--- src/hlc_pkg.sv ---
package hlc_pkg;

    localparam int PARAM_FRAC_BITS_DEF = 16;

    // Width of the plane numerator and denominator, and of their magnitudes.
    localparam int PLANE_W = 35;
    localparam int NUM_PLANES = 6;

    localparam logic [1:0] ST_INSIDE   = 2'd0;
    localparam logic [1:0] ST_TRIV_REJ = 2'd1;
    localparam logic [1:0] ST_CLIPPED  = 2'd2;
    localparam logic [1:0] ST_CLIP_REJ = 2'd3;

    typedef struct packed {
        logic signed [31:0] start_x;
        logic signed [31:0] start_y;
        logic signed [31:0] start_z;
        logic signed [31:0] start_w;
        logic signed [31:0] end_x;
        logic signed [31:0] end_y;
        logic signed [31:0] end_z;
        logic signed [31:0] end_w;
        logic [5:0]         start_code;
        logic [5:0]         end_code;
        logic [31:0]        start_color;
        logic [31:0]        end_color;
    } hlc_in_t;

    typedef struct packed {
        logic [1:0]         status;
        logic signed [31:0] out_start_x;
        logic signed [31:0] out_start_y;
        logic signed [31:0] out_start_z;
        logic signed [31:0] out_start_w;
        logic signed [31:0] out_end_x;
        logic signed [31:0] out_end_y;
        logic signed [31:0] out_end_z;
        logic signed [31:0] out_end_w;
        logic [31:0]        out_start_color;
        logic [31:0]        out_end_color;
    } hlc_out_t;

    // Pipeline control that travels with each word.
    typedef struct packed {
        logic       valid;
        logic [1:0] kind;
    } hlc_ctl_t;

    // Per-plane flags settled before the division.
    typedef struct packed {
        logic pos;
        logic zero;
        logic prej;
        logic tneg;
        logic sat;
    } hlc_pflag_t;

endpackage

--- src/hlc_setup.sv ---
module hlc_setup #(
    parameter int PARAM_FRAC_BITS = hlc_pkg::PARAM_FRAC_BITS_DEF,
    parameter int REM_W = hlc_pkg::PLANE_W + 2 + PARAM_FRAC_BITS
) (
    input  logic                               clk,
    input  logic                               rst_n,
    input  logic                               start,
    input  hlc_pkg::hlc_in_t                   segment,
    output hlc_pkg::hlc_ctl_t                  ctl,
    output hlc_pkg::hlc_in_t                   seg,
    output logic [REM_W-1:0]                   rem   [hlc_pkg::NUM_PLANES],
    output logic [hlc_pkg::PLANE_W-1:0]        dmag  [hlc_pkg::NUM_PLANES],
    output hlc_pkg::hlc_pflag_t                pflag [hlc_pkg::NUM_PLANES]
);
    import hlc_pkg::*;

    hlc_ctl_t                  ctl1_reg, ctl1_next, ctl2_reg;
    hlc_in_t                   seg1_reg, seg2_reg;
    logic signed [PLANE_W-1:0] num_reg [NUM_PLANES];
    logic signed [PLANE_W-1:0] den_reg [NUM_PLANES];
    logic signed [PLANE_W-1:0] num_next [NUM_PLANES];
    logic signed [PLANE_W-1:0] den_next [NUM_PLANES];
    logic [REM_W-1:0]          rem_reg [NUM_PLANES];
    logic [REM_W-1:0]          rem_next [NUM_PLANES];
    logic [PLANE_W-1:0]        dmag_reg [NUM_PLANES];
    logic [PLANE_W-1:0]        dmag_next [NUM_PLANES];
    hlc_pflag_t                pf_reg [NUM_PLANES];
    hlc_pflag_t                pf_next [NUM_PLANES];

    // First stage: plane numerators and denominators, and the outcode class.
    always_comb
    begin
        logic signed [PLANE_W-1:0] a [4];
        logic signed [PLANE_W-1:0] b [4];
        a[0] = PLANE_W'(segment.start_x);
        a[1] = PLANE_W'(segment.start_y);
        a[2] = PLANE_W'(segment.start_z);
        a[3] = PLANE_W'(segment.start_w);
        b[0] = PLANE_W'(segment.end_x);
        b[1] = PLANE_W'(segment.end_y);
        b[2] = PLANE_W'(segment.end_z);
        b[3] = PLANE_W'(segment.end_w);
        for (int j = 0; j < NUM_PLANES; j++)
        begin
            if (j % 2 == 0)
            begin
                num_next[j] = -a[j / 2] - a[3];
                den_next[j] = (b[j / 2] - a[j / 2]) + (b[3] - a[3]);
            end
            else
            begin
                num_next[j] = a[j / 2] - a[3];
                den_next[j] = (a[j / 2] - b[j / 2]) + (b[3] - a[3]);
            end
        end
        ctl1_next.valid = start;
        if ((segment.start_code | segment.end_code) == 6'd0)
            ctl1_next.kind = ST_INSIDE;
        else if ((segment.start_code & segment.end_code) != 6'd0)
            ctl1_next.kind = ST_TRIV_REJ;
        else
            ctl1_next.kind = ST_CLIPPED;
    end

    // Second stage: magnitudes, signs and the early quotient overflow test.
    always_comb
    begin
        logic [PLANE_W-1:0] nmag;
        for (int j = 0; j < NUM_PLANES; j++)
        begin
            nmag = num_reg[j][PLANE_W-1] ? PLANE_W'(-num_reg[j]) : PLANE_W'(num_reg[j]);
            dmag_next[j] = den_reg[j][PLANE_W-1] ? PLANE_W'(-den_reg[j])
                                                 : PLANE_W'(den_reg[j]);
            pf_next[j].pos  = !den_reg[j][PLANE_W-1] && (den_reg[j] != '0);
            pf_next[j].zero = (den_reg[j] == '0);
            pf_next[j].prej = (den_reg[j] == '0) && !num_reg[j][PLANE_W-1]
                              && (num_reg[j] != '0);
            pf_next[j].tneg = num_reg[j][PLANE_W-1] ^ den_reg[j][PLANE_W-1];
            pf_next[j].sat  = ((PLANE_W + 2)'(nmag)) >= {dmag_next[j], 2'b00};
            rem_next[j] = REM_W'(nmag) << PARAM_FRAC_BITS;
        end
    end

    always_ff @(posedge clk or negedge rst_n)
    begin
        if (!rst_n)
        begin
            ctl1_reg <= '0;
            ctl2_reg <= '0;
        end
        else
        begin
            ctl1_reg <= ctl1_next;
            ctl2_reg <= ctl1_reg;
        end
    end

    always_ff @(posedge clk)
    begin
        seg1_reg <= segment;
        seg2_reg <= seg1_reg;
        num_reg  <= num_next;
        den_reg  <= den_next;
        rem_reg  <= rem_next;
        dmag_reg <= dmag_next;
        pf_reg   <= pf_next;
    end

    assign ctl   = ctl2_reg;
    assign seg   = seg2_reg;
    assign rem   = rem_reg;
    assign dmag  = dmag_reg;
    assign pflag = pf_reg;

endmodule

--- config.mk ---
export PLATFORM = sky130hd
export DESIGN_NAME = hlc_setup
export DESIGN_NICKNAME = d
export VERILOG_FILES = /design/src/hlc_pkg.sv /design/src/hlc_setup.sv
export SDC_FILE = /design/constraint.sdc
export NUM_CORES = 2
export LEC_CHECK = 0
export ABC_AREA = 1
export BUFFER_PORTS_ARGS = -buffer_cell sky130_fd_sc_hd__buf_2
export CAP_MARGIN = 0
export CORE_MARGIN = 4
export CORE_UTILIZATION = 34
export DETAILED_ROUTE_END_ITERATION = 8
export PLACE_DENSITY = 0.59
export SLEW_MARGIN = 20
export SYNTH_ARGS = -nofsm -noshare
export SYNTH_HDL_FRONTEND = slang
export SYNTH_SLANG_ARGS = --single-unit
--- constraint.sdc ---
create_clock -name clk -period 3.2 [get_ports clk]
set_clock_uncertainty 0.2 [all_clocks]
set_input_delay 0.16 -clock clk [delete_from_list [all_inputs] [get_ports clk]]
set_output_delay 0.16 -clock clk [all_outputs]
set_load 0.005 [all_outputs]
# After elaboration in Yosys (flattened, before gate mapping)
# Cells that the tools add are included.
[totals] register_bits=1533 latch_bits=0 mem_bits_rw=0 mem_bits_ro=0 inputBits=335 out_inout_bits=893 elab_cells=194 memories=0
[op_classes] add_sub_neg=34 mul=0 div=0 order_cmp=6 eq_ne=0 shift=0 muxes=14 bitwise_logic=8 n_reduce_logical=50
[op_table] cell="35-bit two-way mux" n=12
[op_table] cell="35-bit nonzero test" n=12
[op_table] cell="32-bit by 32-bit subtractor with 33-bit output" n=10
[op_table] cell="35-bit negator" n=8
[op_table] cell="35-bit by 37-bit greater-or-equal comparator with 1-bit output" n=6
[op_table] cell="35-bit zero test" n=6
[op_table] cell="33-bit by 33-bit adder with 34-bit output" n=6
[op_table] cell="32-bit negator with 35-bit output" n=3
[op_table] cell="33-bit negator with 35-bit output" n=3
[op_table] cell="35-bit by 32-bit subtractor with 35-bit output" n=3
[op_table] cell="34-bit negator with 35-bit output" n=1
[op_table] cell="1-bit logical AND" n=18
[op_table] cell="1-bit zero test" n=12
[op_table] cell="6-bit bitwise AND" n=1
[op_table] cell="6-bit zero test" n=1
[op_table] cell="6-bit bitwise OR" n=1
[op_table] cell="6-bit nonzero test" n=1
[op_table] cell="1-bit XOR" n=6
[op_table] cell="2-bit two-way mux" n=2

# Longest topological paths before layout
[depth] ltp_word=4 depth_mapped=29 depth_no_buf=29

# Worst setup path before layout
# Ideal clock, no wire load.
[synth_path] path_type="in2reg" startpoint="input port segment[76] (netlist name)" endpoint="register den_reg[66] (netlist name)" setup_time_ns=0.112 t_arrival_ns=3.674 required_time_ns=2.888 setup_slack_ns=-0.786 path_stages=26 n_path_buf=0 cell_sequence="inv_1 > ha_1 > fa_1 > inv_1 > nand3_1 > nand2_1 > nand2_1 > nand2_2 > nand2_1 > nand2_2 > nand2_2 > nand2_1 > nand2_1 > nand2_1 > nor2_1 > nor2_1 > fa_1 > ha_1 > nand2_1 > inv_1 > a21oi_1 > a21boi_0 > o21a_1 > nand2_1 > nand2_1 > nand2_1"
[synth_lines] item="from (decl)" line_no="hlc_setup.sv:8" text="input hlc_pkg::hlc_in_t segment,"
[synth_lines] item="to (signal assigned)" line_no="hlc_setup.sv:103" text="den_reg <= den_next;"
[synth_lines] item="to (decl)" line_no="hlc_setup.sv:20" text="logic signed [PLANE_W-1:0] den_reg [NUM_PLANES];"

==> out/metrics.csv <==
stage,metric,value,unit
run_status,run_status,"finished, violations left",
run_status,violations,setup timing,
die,core,0.236,sq mm
placement,place.detailed.hpwl,345000,um
clock_network,insertion_delay,0.85,ns
min_path,hold_class,in2reg,
clock_network,htreeDepth,4,
finish,fin_cells,17200,
setup_path,crit_arrival,3.93,ns
setup_path,cp-end-kind,flip-flop,
synthesis,synthArstFlopShare,0.394,%
detailed_routing,ant_nets,0,
setup_path,crit_fanout,4,
timing,period_minus_slack,3.42,ns
global_routing,grt_pass1_wl,578000,um
placement,portBuffers,1119,
timing,finalHoldViolCount,0,
synthesis,synth_top_cell_area_share,37.5,%
finish,nFillCells,22000,
synthesis,syn-cell-area,0.0809,sq mm
die,die_h,496,um
finish,drive_gt1_share,34.1,%
die,rows,178,
timing,setup_viol,113,
finish,area_growth,55.2,%
setup_path,worstPathRequired,3.70,ns
detailed_routing,wl_per_cell,24.6,um
synthesis,netlist_instances,10200,
detailed_routing,num_vias,84200,
synthesis,synth_top_area_cell,dfxtp_1,
synthesis,synth_top_flop_cell,dfxtp_1,
synthesis,yosysWarnings,0,
pwr,vdd_ir_drop_max,0.630,mV
job,drv_cap,0,
die,dieArea,0.246,sq mm
clock_network,clk_pin_slew,0.05,ns
finish,final_nets,15100,
pwr,p_leak,0.0607,uW
detailed_routing,dr.pass1.iters,7,
die,die_w,496,um
pwr,p_total,111000,uW
synthesis,avgSynthCellArea,7.95,sq um
global_routing,first_global_vias,81300,
global_routing,grt_remaining_overflow,0,
placement,gp_congestion,1.03,
setup_path,critPathLaunch,segment[204],
synthesis,ys_ff_latch,1522,
die,initial_core_util,34.3,%
clock_network,clock_sinks,1522,
timing,drv_slew,0,
global_routing,gr-usage-met3,6.18,%
global_routing,grt_util_met1,41.8,%
global_routing,grt_most_used_layer,met2,
placement,placed_cells,15900,
synthesis,ys_top_cells_by_area,"dfxtp_1 (37%), ha_1 (12%), nand2_1 (9.1%)",
timing,fin_ws,-0.223,ns
detailed_routing,vias_per_cell,4.91,
setup_path,critPathKind,in2reg,
detailed_routing,drt_iter0_drc,6932,
pwr,p_per_area,886,mW/mm^2
global_routing,grtUsageMet2,51.7,%
timing,fmax,292,MHz
timing,min_period_over_period,107,%
synthesis,ys_seq_area_share,37.7,%
timing,worst_pin_slew,0.901,ns
placement,dp_slack,-1.45,ns
timing,rsz0062_at_grt,yes,
synthesis,synth-edff-count,0,
detailed_routing,wl,421000,um
setup_path,reg2reg_from,num_reg[0]$_DFF_P_,
detailed_routing,drc,0,
clock_network,cts_root_buffer,clkbuf_16,
timing,slew_headroom,39.3,%
global_routing,grt_max_degree,39,
clock_network,clockBufferDepth,3,
global_routing,track_usage,32.6,%
min_path,hp-start,segment[242],
synthesis,synth.distinct_cells,63,
clock_network,numCtsBuffers,167,
setup_path,start_kind,primary input,
global_routing,antenna_found_initial,93,
clock_network,tritoncts,yes,
die,io_pins,1228,
==> power by group <==
group          internal [uW]  switching (uW)  leakage (uW)
registers              24100            3570        0.0129
logic                  27100           35400        0.0449
clock network          12200            8930       0.00293
==> layout make-up <==
class	instances	area [sq um]	area share, %
multi-input cells	7118	52900	42.1
flip-flops and latches	1522	30500	24.3
repair buffers	3488	26200	20.9
inverters	1506	5720	4.55
clock buffers	224	4680	3.73
well taps	3150	3940	3.14
clock inverters	87	1430	1.14
diodes	55	138	0.110
==> path summary, 6_finish.rpt <==
check	cells past startpoint	slack, ns	end
max	27	-0.22	den_reg[85]$_DFF_P_
min	3	0.05	seg1_reg[242]$_DFF_P_
max reg2reg	19	0.03	pflag[5]$_DFF_P_
min reg2reg	0	0.08	seg[236]$_DFF_P_
max in group asynchronous	4	1.92	ctl1_reg[2]$_DFF_PN0_
min in group asynchronous	4	0.65	ctl[0]$_DFF_PN0_
==> cell usage in the layout, fill, tap and decap left out, types with 87 or more instances in the layout <==
cell | Yosys | final
ha_4 | 0 | 180
nor2_1 | 1012 | 811
ha_1 | 747 | 558
conb_1 | 1 | 126
xor2_1 | 496 | 446
inv_2 | 21 | 113
buf_6 | 0 | 108
a21oi_1 | 667 | 460
nand4_1 | 152 | 152
dlygate4sd3_1 | 0 | 631
nand3_1 | 475 | 408
dfxtp_1 | 1516 | 1506
o21ai_0 | 380 | 260
nor2_4 | 14 | 124
clkbuf_16 | 0 | 167
buf_2 | 6 | 1109
nand2_1 | 1970 | 1681
a21oi_2 | 7 | 160
fa_1 | 193 | 120
nor3_1 | 184 | 120
nand2_4 | 0 | 87
nor2_2 | 45 | 136
buf_4 | 111 | 1570
nand2_2 | 22 | 207
inv_1 | 1484 | 1373
xnor2_1 | 97 | 88
o21ai_1 | 56 | 98
==> kinds of logic after synthesis <==
logic type | after synthesis | share of synthesized area, %
and+or+nand+nor | 4047 | 21.5
adders and majority gates | 940 | 16.3
other | 1 | 0.00463
buffers and inverters | 1664 | 8.24
DFF | 1522 | 37.7
xor gates and xnor gates | 602 | 6.60
AOI/OAI and AO/OA | 1403 | 9.69
==> stage by stage <==
stage	utilization, %	hold WS (ns)	area [sq um]	setup TNS, ns
final	53.2	0.0526	126000	-11.62
after global routing	53.2	0.00262	126000	-22.00
after CTS	50.9	0.00242	120000	-2.48
after detailed placement	44.0	-0.213	104000	-209.34
after global placement	44.0	-0.212	104000	-202.70
after floorplan	-	-0.336	83400	-35.84
==> Yosys cell counts (23+ instances only) <==
cell and number:
nand2_1 1970, dfxtp_1 1516, inv_1 1484, nor2_1 1012
ha_1 747, a21oi_1 667, xor2_1 496, nand3_1 475
o21ai_0 380, fa_1 193, nor3_1 184, nand4_1 152
buf_4 111, xnor2_1 97, a21o_1 72, o21bai_1 69
o21ai_1 56, nor4_1 53, nor2_2 45, nand3b_1 41
o21a_1 33, clkbuf_1 31, or2_2 23
==> what timing repair did <==
item                                   in CTS  in global routing
pin swaps                                 257                559
setup endpoints to repair                 150                180
hold buffers                              631                  0
endpoints found under the hold margin     553                  0
resized for setup                         683                984
setup buffers                             100                150
==> worst max-delay path: stages <==
cell,delay [ns]
buf_8,0.11
ha_4,0.16
fa_2,0.38
inv_2,0.07
nand3_2,0.05
nand2_2,0.09
nand2_2,0.08
nand2_4,0.07
buf_6,0.10
nand2_4,0.05
nand2_8,0.09
buf_6,0.11
nand2_4,0.05
nand2_4,0.11
xor2_4,0.22
buf_12,0.16
fa_2,0.48
buf_6,0.14
ha_4,0.23
nand2_2,0.09
nand2_4,0.06
buf_4,0.14
a21oi_4,0.14
o21ai_2,0.09
o21bai_4,0.19
buf_4,0.15
xor2_1,0.13
==> routing by layer <==
| layer | wire length, um | share of wire [%] |
|---|---|---|
| met1 | 173000 | 41 |
| met2 | 187000 | 44 |
| met3 | 33400 | 7.9 |
| met4 | 28400 | 6.7 |
| met5 | 185 | 0.044 |
No activity file was read; power rests on OpenSTA's default activity.
