### src/hlc_pkg.sv
package hlc_pkg;

    localparam int PARAM_FRAC_BITS_DEF = 16;

    // Width of the plane numerator and denominator, and of their magnitudes.
    localparam int PLANE_W = 35;
    localparam int NUM_PLANES = 6;

    localparam logic [1:0] ST_INSIDE   = 2'd0;
    localparam logic [1:0] ST_TRIV_REJ = 2'd1;
    localparam logic [1:0] ST_CLIPPED  = 2'd2;
    localparam logic [1:0] ST_CLIP_REJ = 2'd3;

    typedef struct packed {
        logic signed [31:0] start_x;
        logic signed [31:0] start_y;
        logic signed [31:0] start_z;
        logic signed [31:0] start_w;
        logic signed [31:0] end_x;
        logic signed [31:0] end_y;
        logic signed [31:0] end_z;
        logic signed [31:0] end_w;
        logic [5:0]         start_code;
        logic [5:0]         end_code;
        logic [31:0]        start_color;
        logic [31:0]        end_color;
    } hlc_in_t;

    typedef struct packed {
        logic [1:0]         status;
        logic signed [31:0] out_start_x;
        logic signed [31:0] out_start_y;
        logic signed [31:0] out_start_z;
        logic signed [31:0] out_start_w;
        logic signed [31:0] out_end_x;
        logic signed [31:0] out_end_y;
        logic signed [31:0] out_end_z;
        logic signed [31:0] out_end_w;
        logic [31:0]        out_start_color;
        logic [31:0]        out_end_color;
    } hlc_out_t;

    // Pipeline control that travels with each word.
    typedef struct packed {
        logic       valid;
        logic [1:0] kind;
    } hlc_ctl_t;

    // Per-plane flags settled before the division.
    typedef struct packed {
        logic pos;
        logic zero;
        logic prej;
        logic tneg;
        logic sat;
    } hlc_pflag_t;

endpackage

### src/hlc_narrow.sv
module hlc_narrow #(
    parameter int PARAM_FRAC_BITS = hlc_pkg::PARAM_FRAC_BITS_DEF
) (
    input  logic                       clk,
    input  logic                       rst_n,
    input  hlc_pkg::hlc_ctl_t          ctl_in,
    input  hlc_pkg::hlc_in_t           seg_in,
    input  hlc_pkg::hlc_pflag_t        pf_in [hlc_pkg::NUM_PLANES],
    input  logic [PARAM_FRAC_BITS+1:0] q_in  [hlc_pkg::NUM_PLANES],
    output hlc_pkg::hlc_ctl_t          ctl_out,
    output hlc_pkg::hlc_in_t           seg_out,
    output logic [1:0]                 status,
    output logic [PARAM_FRAC_BITS:0]   tmin,
    output logic [PARAM_FRAC_BITS:0]   tmax
);
    import hlc_pkg::*;

    localparam int T_W = PARAM_FRAC_BITS + 3;
    localparam logic [T_W-1:0] ONE_T = T_W'(1) << PARAM_FRAC_BITS;
    // Any quotient above one behaves as one plus an ulp in the range tests.
    localparam logic [T_W-1:0] T_BIG = ONE_T + T_W'(1);

    hlc_ctl_t                   ctl_reg;
    hlc_in_t                    seg_reg;
    logic [1:0]                 status_reg, status_next;
    logic [PARAM_FRAC_BITS:0]   tmin_reg, tmin_next, tmax_reg, tmax_next;

    always_comb
    begin
        logic [T_W-1:0]        mq;
        logic signed [T_W-1:0] t;
        logic signed [T_W-1:0] lo;
        logic signed [T_W-1:0] hi;
        logic                  ok;
        lo = '0;
        hi = $signed(ONE_T);
        ok = 1'b1;
        for (int j = 0; j < NUM_PLANES; j++)
        begin
            mq = T_W'(q_in[j]);
            if (pf_in[j].sat || (mq > T_BIG))
                mq = T_BIG;
            t = pf_in[j].tneg ? -$signed(mq) : $signed(mq);
            if (ok)
            begin
                if (pf_in[j].zero)
                begin
                    if (pf_in[j].prej)
                        ok = 1'b0;
                end
                else if (pf_in[j].pos)
                begin
                    if (t > hi)
                        ok = 1'b0;
                    else if (t > lo)
                        lo = t;
                end
                else
                begin
                    if (t < lo)
                        ok = 1'b0;
                    else if (t < hi)
                        hi = t;
                end
            end
        end
        tmin_next = lo[PARAM_FRAC_BITS:0];
        tmax_next = hi[PARAM_FRAC_BITS:0];
        case (ctl_in.kind)
            ST_INSIDE:   status_next = ST_INSIDE;
            ST_TRIV_REJ: status_next = ST_TRIV_REJ;
            default:     status_next = ok ? ST_CLIPPED : ST_CLIP_REJ;
        endcase
    end

    always_ff @(posedge clk or negedge rst_n)
    begin
        if (!rst_n)
            ctl_reg <= '0;
        else
            ctl_reg <= ctl_in;
    end

    always_ff @(posedge clk)
    begin
        seg_reg    <= seg_in;
        status_reg <= status_next;
        tmin_reg   <= tmin_next;
        tmax_reg   <= tmax_next;
    end

    assign ctl_out = ctl_reg;
    assign seg_out = seg_reg;
    assign status  = status_reg;
    assign tmin    = tmin_reg;
    assign tmax    = tmax_reg;

endmodule

### config.mk
export PLATFORM = sky130hd
export DESIGN_NAME = hlc_narrow
export DESIGN_NICKNAME = d
export VERILOG_FILES = /design/src/hlc_pkg.sv /design/src/hlc_narrow.sv
export SDC_FILE = /design/constraint.sdc
export NUM_CORES = 1
export LEC_CHECK = 0
export ABC_AREA = 1
export BUFFER_PORTS_ARGS = -buffer_cell sky130_fd_sc_hd__buf_2
export CAP_MARGIN = 30
export CORE_AREA = 2 2 326 328
export CTS_CLUSTER_SIZE = 28
export DETAILED_ROUTE_END_ITERATION = 6
export DIE_AREA = 0 0 328 330
export GPL_ROUTABILITY_DRIVEN = 0
export HOLD_SLACK_MARGIN = 0.15
export REMOVE_ABC_BUFFERS = 1
export SKIP_CTS_REPAIR_TIMING = 1
export SLEW_MARGIN = 30
export SYNTH_ARGS = -nofsm -noshare
export SYNTH_HDL_FRONTEND = slang
export SYNTH_SLANG_ARGS = --single-unit
### constraint.sdc
create_clock -name clk -period 0.8 [get_ports clk]
set_clock_uncertainty 0.15 [all_clocks]
set_input_delay 0.04 -clock clk [delete_from_list [all_inputs] [get_ports clk]]
set_output_delay 0.04 -clock clk [all_outputs]
set_load 0.05 [all_outputs]
### After elaboration in Yosys (flattened, before gate mapping)

Index checks and enable logic that the tools add are counted.

* register bits after elaboration: 371
* input port bits: 475
* output and inout port bits: 371
* word-level logic and storage cells: 168

* $add $sub $neg: 6
* $lt $le $gt $ge: 30
* eq/ne operators: 1
* multiplexer cells: 107
* reduce and logical (&&, ||, !) cells: 7

Operators with widths (count)
* 19-bit 2-to-1 mux: 54
* 19-bit greater-than comparator: 10
* 19-bit < comparator: 10
* 17-bit 2-to-1 mux: 10
* 19-bit negator: 6
* 18-bit by 17-bit greater-than comparator with 1-bit output (second input constant): 6
* 18-bit 2-to-1 mux: 6
* 1-bit 2-to-1 mux: 36
* 19-bit by 1-bit greater-than comparator with 1-bit output (second input constant): 1
* 19-bit by 18-bit greater-than comparator with 1-bit output (second input constant): 1
* 19-bit by 1-bit < comparator with 1-bit output (second input constant): 1
* 19-bit by 18-bit < comparator with 1-bit output (second input constant): 1
* 1-bit logical OR: 6
* 2-bit one-hot mux with 2 select lines: 1
* 2-bit by 1-bit equality test with 1-bit output (second input constant): 1
* 2-bit zero test: 1

### Depth between registers and ports, before layout

* word-level depth: 41
* depth in mapped cells: 112

### Least setup slack after synthesis

OpenSTA, ideal clock, no wires.

* path type: in2reg
* start point: input pf_in[25] in the netlist's numbering
* end point: register tmax_reg[0], in the netlist tmax[0]
* arrival: 11.776 ns
* data required time: 0.536 ns
* setup slack: -11.240 ns
* stages on the path: 104
* path through: nor2_1 > inv_1 > nor2_1 > inv_1 > nand2_4 > buf_4 > nand2_1 > ha_1 > inv_1 > a21oi_1 > nand2_1 > nand2_1 > xor2_1 > nor2_1 > nand2_1 > nor2_2 > nand3_2 > nand2_1 > (+68 left out) > nand3_2 > clkbuf_1 > nand3_1 > nand2_1 > ha_1 > nand2_1 > inv_1 > nor2_1 > nor2_1 > a211oi_1 > o221a_2 > nand3_1 > xnor2_1 > nor2_1 > nand4_1 > clkbuf_1 > nand3_1 > nand2_1

* word-level cells in the longest chain between the ends: 39
* elaborated cells on any way between the ends: 103

RTL lines
* from (decl): RTL line hlc_narrow.sv:8 `input hlc_pkg::hlc_pflag_t pf_in [hlc_pkg::NUM_PLANES],`
* 1-bit logical OR *: RTL line hlc_narrow.sv:41 `if (pf_in[j].sat || (mq > T_BIG))`
* 18-bit 2-to-1 mux *: RTL line hlc_narrow.sv:41
* 19-bit negator: RTL line hlc_narrow.sv:43 `t = pf_in[j].tneg ? -$signed(mq) : $signed(mq);`
* 19-bit 2-to-1 mux *: RTL line hlc_narrow.sv:43
* 19-bit by 18-bit < comparator with 1-bit output: RTL line hlc_narrow.sv:62 `else if (t < hi)`
* 19-bit 2-to-1 mux: RTL line hlc_narrow.sv:62
* 19-bit 2-to-1 mux: RTL line hlc_narrow.sv:60 `if (t < lo)`
* 19-bit 2-to-1 mux: RTL line hlc_narrow.sv:51 `else if (pf_in[j].pos)`
* (+24 left out)
* 19-bit 2-to-1 mux: RTL line hlc_narrow.sv:44 `if (ok)`
* 19-bit < comparator: RTL line hlc_narrow.sv:62
* 17-bit 2-to-1 mux: RTL line hlc_narrow.sv:62
* 17-bit 2-to-1 mux: RTL line hlc_narrow.sv:60
* 17-bit 2-to-1 mux: RTL line hlc_narrow.sv:51
* 17-bit 2-to-1 mux: RTL line hlc_narrow.sv:46 `if (pf_in[j].zero)`
* 17-bit 2-to-1 mux *: RTL line hlc_narrow.sv:44
* via tmax_next[0]: RTL line hlc_narrow.sv:26 `logic [PARAM_FRAC_BITS:0] tmin_reg, tmin_next, tmax_reg, tmax_next;`
* to (signal assigned): RTL line hlc_narrow.sv:89 `tmax_reg <= tmax_next;`
* to (decl): RTL line hlc_narrow.sv:26

Mark *: on every way through the listed nets, which the timed path passes. The rest lies on a longest branch.

### Worst setup path after layout

* start point: input q_in[99] in the netlist's numbering
* end point: register tmax_reg[3], in the netlist tmax[3]

* word-level cells in the longest chain between the ends: 40
* elaborated cells on any way between the ends: 104

RTL lines
* from (decl): RTL line hlc_narrow.sv:9 `input logic [PARAM_FRAC_BITS+1:0] q_in [hlc_pkg::NUM_PLANES],`
* 18-bit by 17-bit greater-than comparator with 1-bit output: RTL line hlc_narrow.sv:41
* 1-bit logical OR: RTL line hlc_narrow.sv:41
* 18-bit 2-to-1 mux *: RTL line hlc_narrow.sv:41
* 19-bit negator: RTL line hlc_narrow.sv:43
* 19-bit 2-to-1 mux *: RTL line hlc_narrow.sv:43
* 19-bit by 18-bit < comparator with 1-bit output: RTL line hlc_narrow.sv:62
* 19-bit 2-to-1 mux: RTL line hlc_narrow.sv:62
* 19-bit 2-to-1 mux: RTL line hlc_narrow.sv:60
* (+25 left out)
* 19-bit 2-to-1 mux: RTL line hlc_narrow.sv:44
* 19-bit < comparator: RTL line hlc_narrow.sv:62
* 17-bit 2-to-1 mux: RTL line hlc_narrow.sv:62
* 17-bit 2-to-1 mux: RTL line hlc_narrow.sv:60
* 17-bit 2-to-1 mux: RTL line hlc_narrow.sv:51
* 17-bit 2-to-1 mux: RTL line hlc_narrow.sv:46
* 17-bit 2-to-1 mux *: RTL line hlc_narrow.sv:44
* via tmax_next[3]: RTL line hlc_narrow.sv:26

Marked as above.

==> PnR_summary.wiki <==
{| class="wikitable"
! Metric !! Value
|-
| Fraction of synthesis flops using an asynchronous set or reset pin || 0.809%
|-
| Outcome || finished with violations
|-
| Number of violations reported at the end of detailed-routing iteration 0 || 2389
|-
| Per-instance average area after synthesis || 7.15 sq um
|-
| Growth of design area from synthesis to finish || 122%
|-
| Final period demand of the worst path || 12.95 ns
|-
| H-tree depth || 2
|-
| Total DRC errors in the routed layout || 5
|-
| Kind of launch point of the worst setup path || primary input
|-
| Final wirelength || 161000 microns
|-
| Share of the synthesized area in the top cell type || 36.5%
|-
| Tcrit/Tclk final || 1620%
|-
| Antenna violations before repair || 58
|-
| Total routing usage reported by global routing || 26.8%
|-
| DRT antenna net count || 0
|-
| Class of the most critical setup path || primary input to flop
|-
| Largest stage delay on the critical path || 0.37 ns
|-
| Arr. time, crit path || 13.27 ns
|-
| Post-Synthesis Cells || 2827
|-
| Cell type with the highest occurrence count on the critical path || sky130_fd_sc_hd__nand2_1
|-
| Kind of cell with the highest combined delay on the critical path || simple AND/OR/NAND/NOR gates
|-
| Worst EP required || 1.12 ns
|-
| Clock root buffer master || sky130_fd_sc_hd__clkbuf_16
|-
| Placed standard-cell area || 0.0357 sq mm
|-
| Layout Cells excl Fill || 6314
|-
| Vias post-DR || 28704
|-
| Number of buffers and inverters on the critical path || 14
|-
| Total number of clock tree sinks || 371
|-
| Layout cells sized above 1 || 50.9%
|-
| Number of rows created at floorplan || 119
|-
| Per-cell via count in the routed design || 4.55
|-
| Slack of the critical path || -12.15 ns
|-
| Largest cells by area after synthesis || sky130_fd_sc_hd__dfxtp_1 (36%), sky130_fd_sc_hd__nand2_1 (17%), sky130_fd_sc_hd__ha_1 (12%), sky130_fd_sc_hd__inv_1 (5.3%), sky130_fd_sc_hd__nand3_1 (4.8%)
|-
| Post-Route Utilization || 42.8%
|-
| Average routed wire per standard cell || 25.6 microns
|-
| Vias in the first global route || 25171
|-
| Count of warnings emitted by yosys || 0
|-
| Final Max Slew Viols || 0
|-
| Number of hold violations in the final report || 253
|-
| Pin count of the biggest net entering global routing || 29
|-
| Crit Path Max Fanout || 9
|-
| Maximum clock insertion buffer count || 3
|-
| Number of enable flip-flop cells after synthesis || 0
|-
| Initial cell density of the core || 19.3%
|-
| Wire length of the first global-routing pass || 199000 microns
|-
| Library cells used by synthesis || 58
|-
| First drt pass iteration count || 7
|-
| Slew HR || 44.7%
|-
| Sequential share of the synthesized area || 36.8%
|-
| Clock edge transition at the registers on the reported setup and hold paths || 0.07 ns
|-
| Leftover overflow at the end of global routing || 0
|-
| Final count of negative-setup-slack endpoints || 406
|-
| First element of the critical path || q_in[99]
|-
| #FFs+latches synth || 371
|-
| Die width || 328 microns
|-
| Worst hold margin || -0.260 ns
|-
| Type of the tightest min-delay check || primary input to flop
|-
| Total power per unit cell area || 1560 mW/mm^2
|-
| CTS tree || yes
|-
| Nets || 5532
|-
| Post-DP HPWL || 134000 microns
|-
| Placed Cells incl. Taps || 5833
|-
| Static Leakage || 21.9 nW
|-
| Master of the slowest instance on the critical path || sky130_fd_sc_hd__ha_1
|-
| Post-synth top area cell || sky130_fd_sc_hd__dfxtp_1
|-
| Number of stages on the worst setup path || 103
|-
| Actual transition at the worst max-transition pin || 0.824 ns
|-
| Violated checks || DRC, hold timing, setup timing
|-
| Syn Std Cell Area || 0.0202 sq mm
|-
| Clock buffers created by TritonCTS || 46
|-
| Flip-flop count of the largest register after layout || 332
|-
| Highest attainable clock frequency || 77.2 MHz
|-
| Critical path endpoint || tmax[3]$_DFF_P_
|-
| Maximum VDD drop || 2.58 mV
|-
| DIE HEIGHT || 330 microns
|-
| Main synth FF type || sky130_fd_sc_hd__dfxtp_1
|-
| MaxCap Viol Count || 0
|-
| Total of buffers placed on input and output ports || 845
|-
| Setup repair after global routing missed its margin || true
|-
| Floorplan die area || 0.108 sq mm
|-
| Placeable core region || 0.105 sq mm
|-
| Top Ports || 846
|-
| Endpoint type of the worst setup path || flop
|-
| Fin area || 0.0448 sq mm
|}
routing by layer:
layer / GRT usage [%] / share of wire, %
met3: 13.1 / 13
met5: 0 / 0.086
met2: 40.2 / 43
met4: 8.59 / 4.4
met1: 33.4 / 40
area by class of cell:
cell class | instances | area [sq um]
well taps | 1391 | 1740
fillers | 9930 | 59800
inverters | 301 | 1160
multi-input cells | 2079 | 13000
clock buffers | 59 | 1250
diodes | 28 | 70.1
flip-flops and latches | 371 | 8040
clock inverters | 23 | 270
repair inverters | 1 | 7.51
repair buffers | 2061 | 19300
metrics by stage:
stage               setup TNS [ns]  worst slack [ns]  total power [mW]  hold WS [ns]
finish                     -609.97            -12.15              69.8        -0.260
global route               -647.56            -12.80              72.4        -0.263
CTS                        -649.46            -12.18              65.1        -0.958
detailed placement         -441.68            -12.76              43.3        -0.301
global placement           -436.79            -12.60              43.2        -0.302
floorplan                  -454.95            -13.32              30.3        -0.406
layout by cell type (no fill, tap or decap), types with 78 or more instances in the layout:
cell | synthesis | routed
sky130_fd_sc_hd__dlygate4sd3_1 | 0 | 338
sky130_fd_sc_hd__buf_12 | 0 | 235
sky130_fd_sc_hd__dfxtp_2 | 0 | 313
sky130_fd_sc_hd__nand2_1 | 907 | 827
sky130_fd_sc_hd__buf_2 | 13 | 476
sky130_fd_sc_hd__buf_4 | 9 | 828
sky130_fd_sc_hd__inv_1 | 283 | 270
sky130_fd_sc_hd__buf_8 | 0 | 119
sky130_fd_sc_hd__a21oi_1 | 97 | 78
sky130_fd_sc_hd__nand3_1 | 193 | 122
sky130_fd_sc_hd__ha_1 | 196 | 156
sky130_fd_sc_hd__nor2_1 | 221 | 200
sky130_fd_sc_hd__o21ai_0 | 111 | 82
report_power, final:
group | switching [mW] | total [mW] | internal [mW]
clock network | 9.47 | 21.6 | 12.2
registers | 1.26 | 21.0 | 19.8
logic | 14.8 | 27.1 | 12.3
total | 25.5 | 69.8 | 44.3
kinds of logic (layout without fill, tap and decap cells):
kind of cell / count (synthesis) / count (layout) / share of synthesized area (%)
other: 1 / 31 / 0.0186
XOR/XNOR: 78 / 78 / 3.38
AO/OA/AOI/OAI: 281 / 281 / 7.88
adder cells (fa/ha/maj): 196 / 196 / 12.1
AND/OR/NAND/NOR: 1520 / 1520 / 32.1
multiplexers: 1 / 1 / 0.0496
buffers and inverters: 379 / 2445 / 7.61
flip-flops: 371 / 371 / 36.8
how the worst min path moves through the flow:
stage,endpoint,slack [ns],cells past startpoint,start
after floorplan,ctl_out[0]$_DFF_PN0_,-0.41,0,rst_n
after global placement,ctl_out[2]$_DFF_PN0_,-0.30,1,rst_n
after detailed placement,ctl_out[2]$_DFF_PN0_,-0.30,1,rst_n
after CTS,ctl_out[2]$_DFF_PN0_,-0.96,1,rst_n
after global routing,tmin[0]$_DFF_P_,-0.26,4,q_in[0]
final,tmin[0]$_DFF_P_,-0.26,4,q_in[0]
worst min-delay path: cells and delay by family:
kind / cells / cell delay (ns)
buffers and inverters: 2 / 0.21
and+or+nand+nor: 1 / 0.08
AOI/OAI and AO/OA: 1 / 0.15
Yosys cell counts (all sizes together) (7+ instances only):
master  count
nand2     918
dfxtp     368
inv       294
nor2      226
nand3     197
ha        196
o21ai     119
a21oi      97
nand4      66
nor3       54
xor2       44
clkbuf     43
buf        35
xnor2      34
and2       23
o211ai     15
o31ai      14
nor4       13
nand3b      9
or2         9
clkinv      7
o41ai       7
Note: power is estimated with default switching activity, not from simulation.
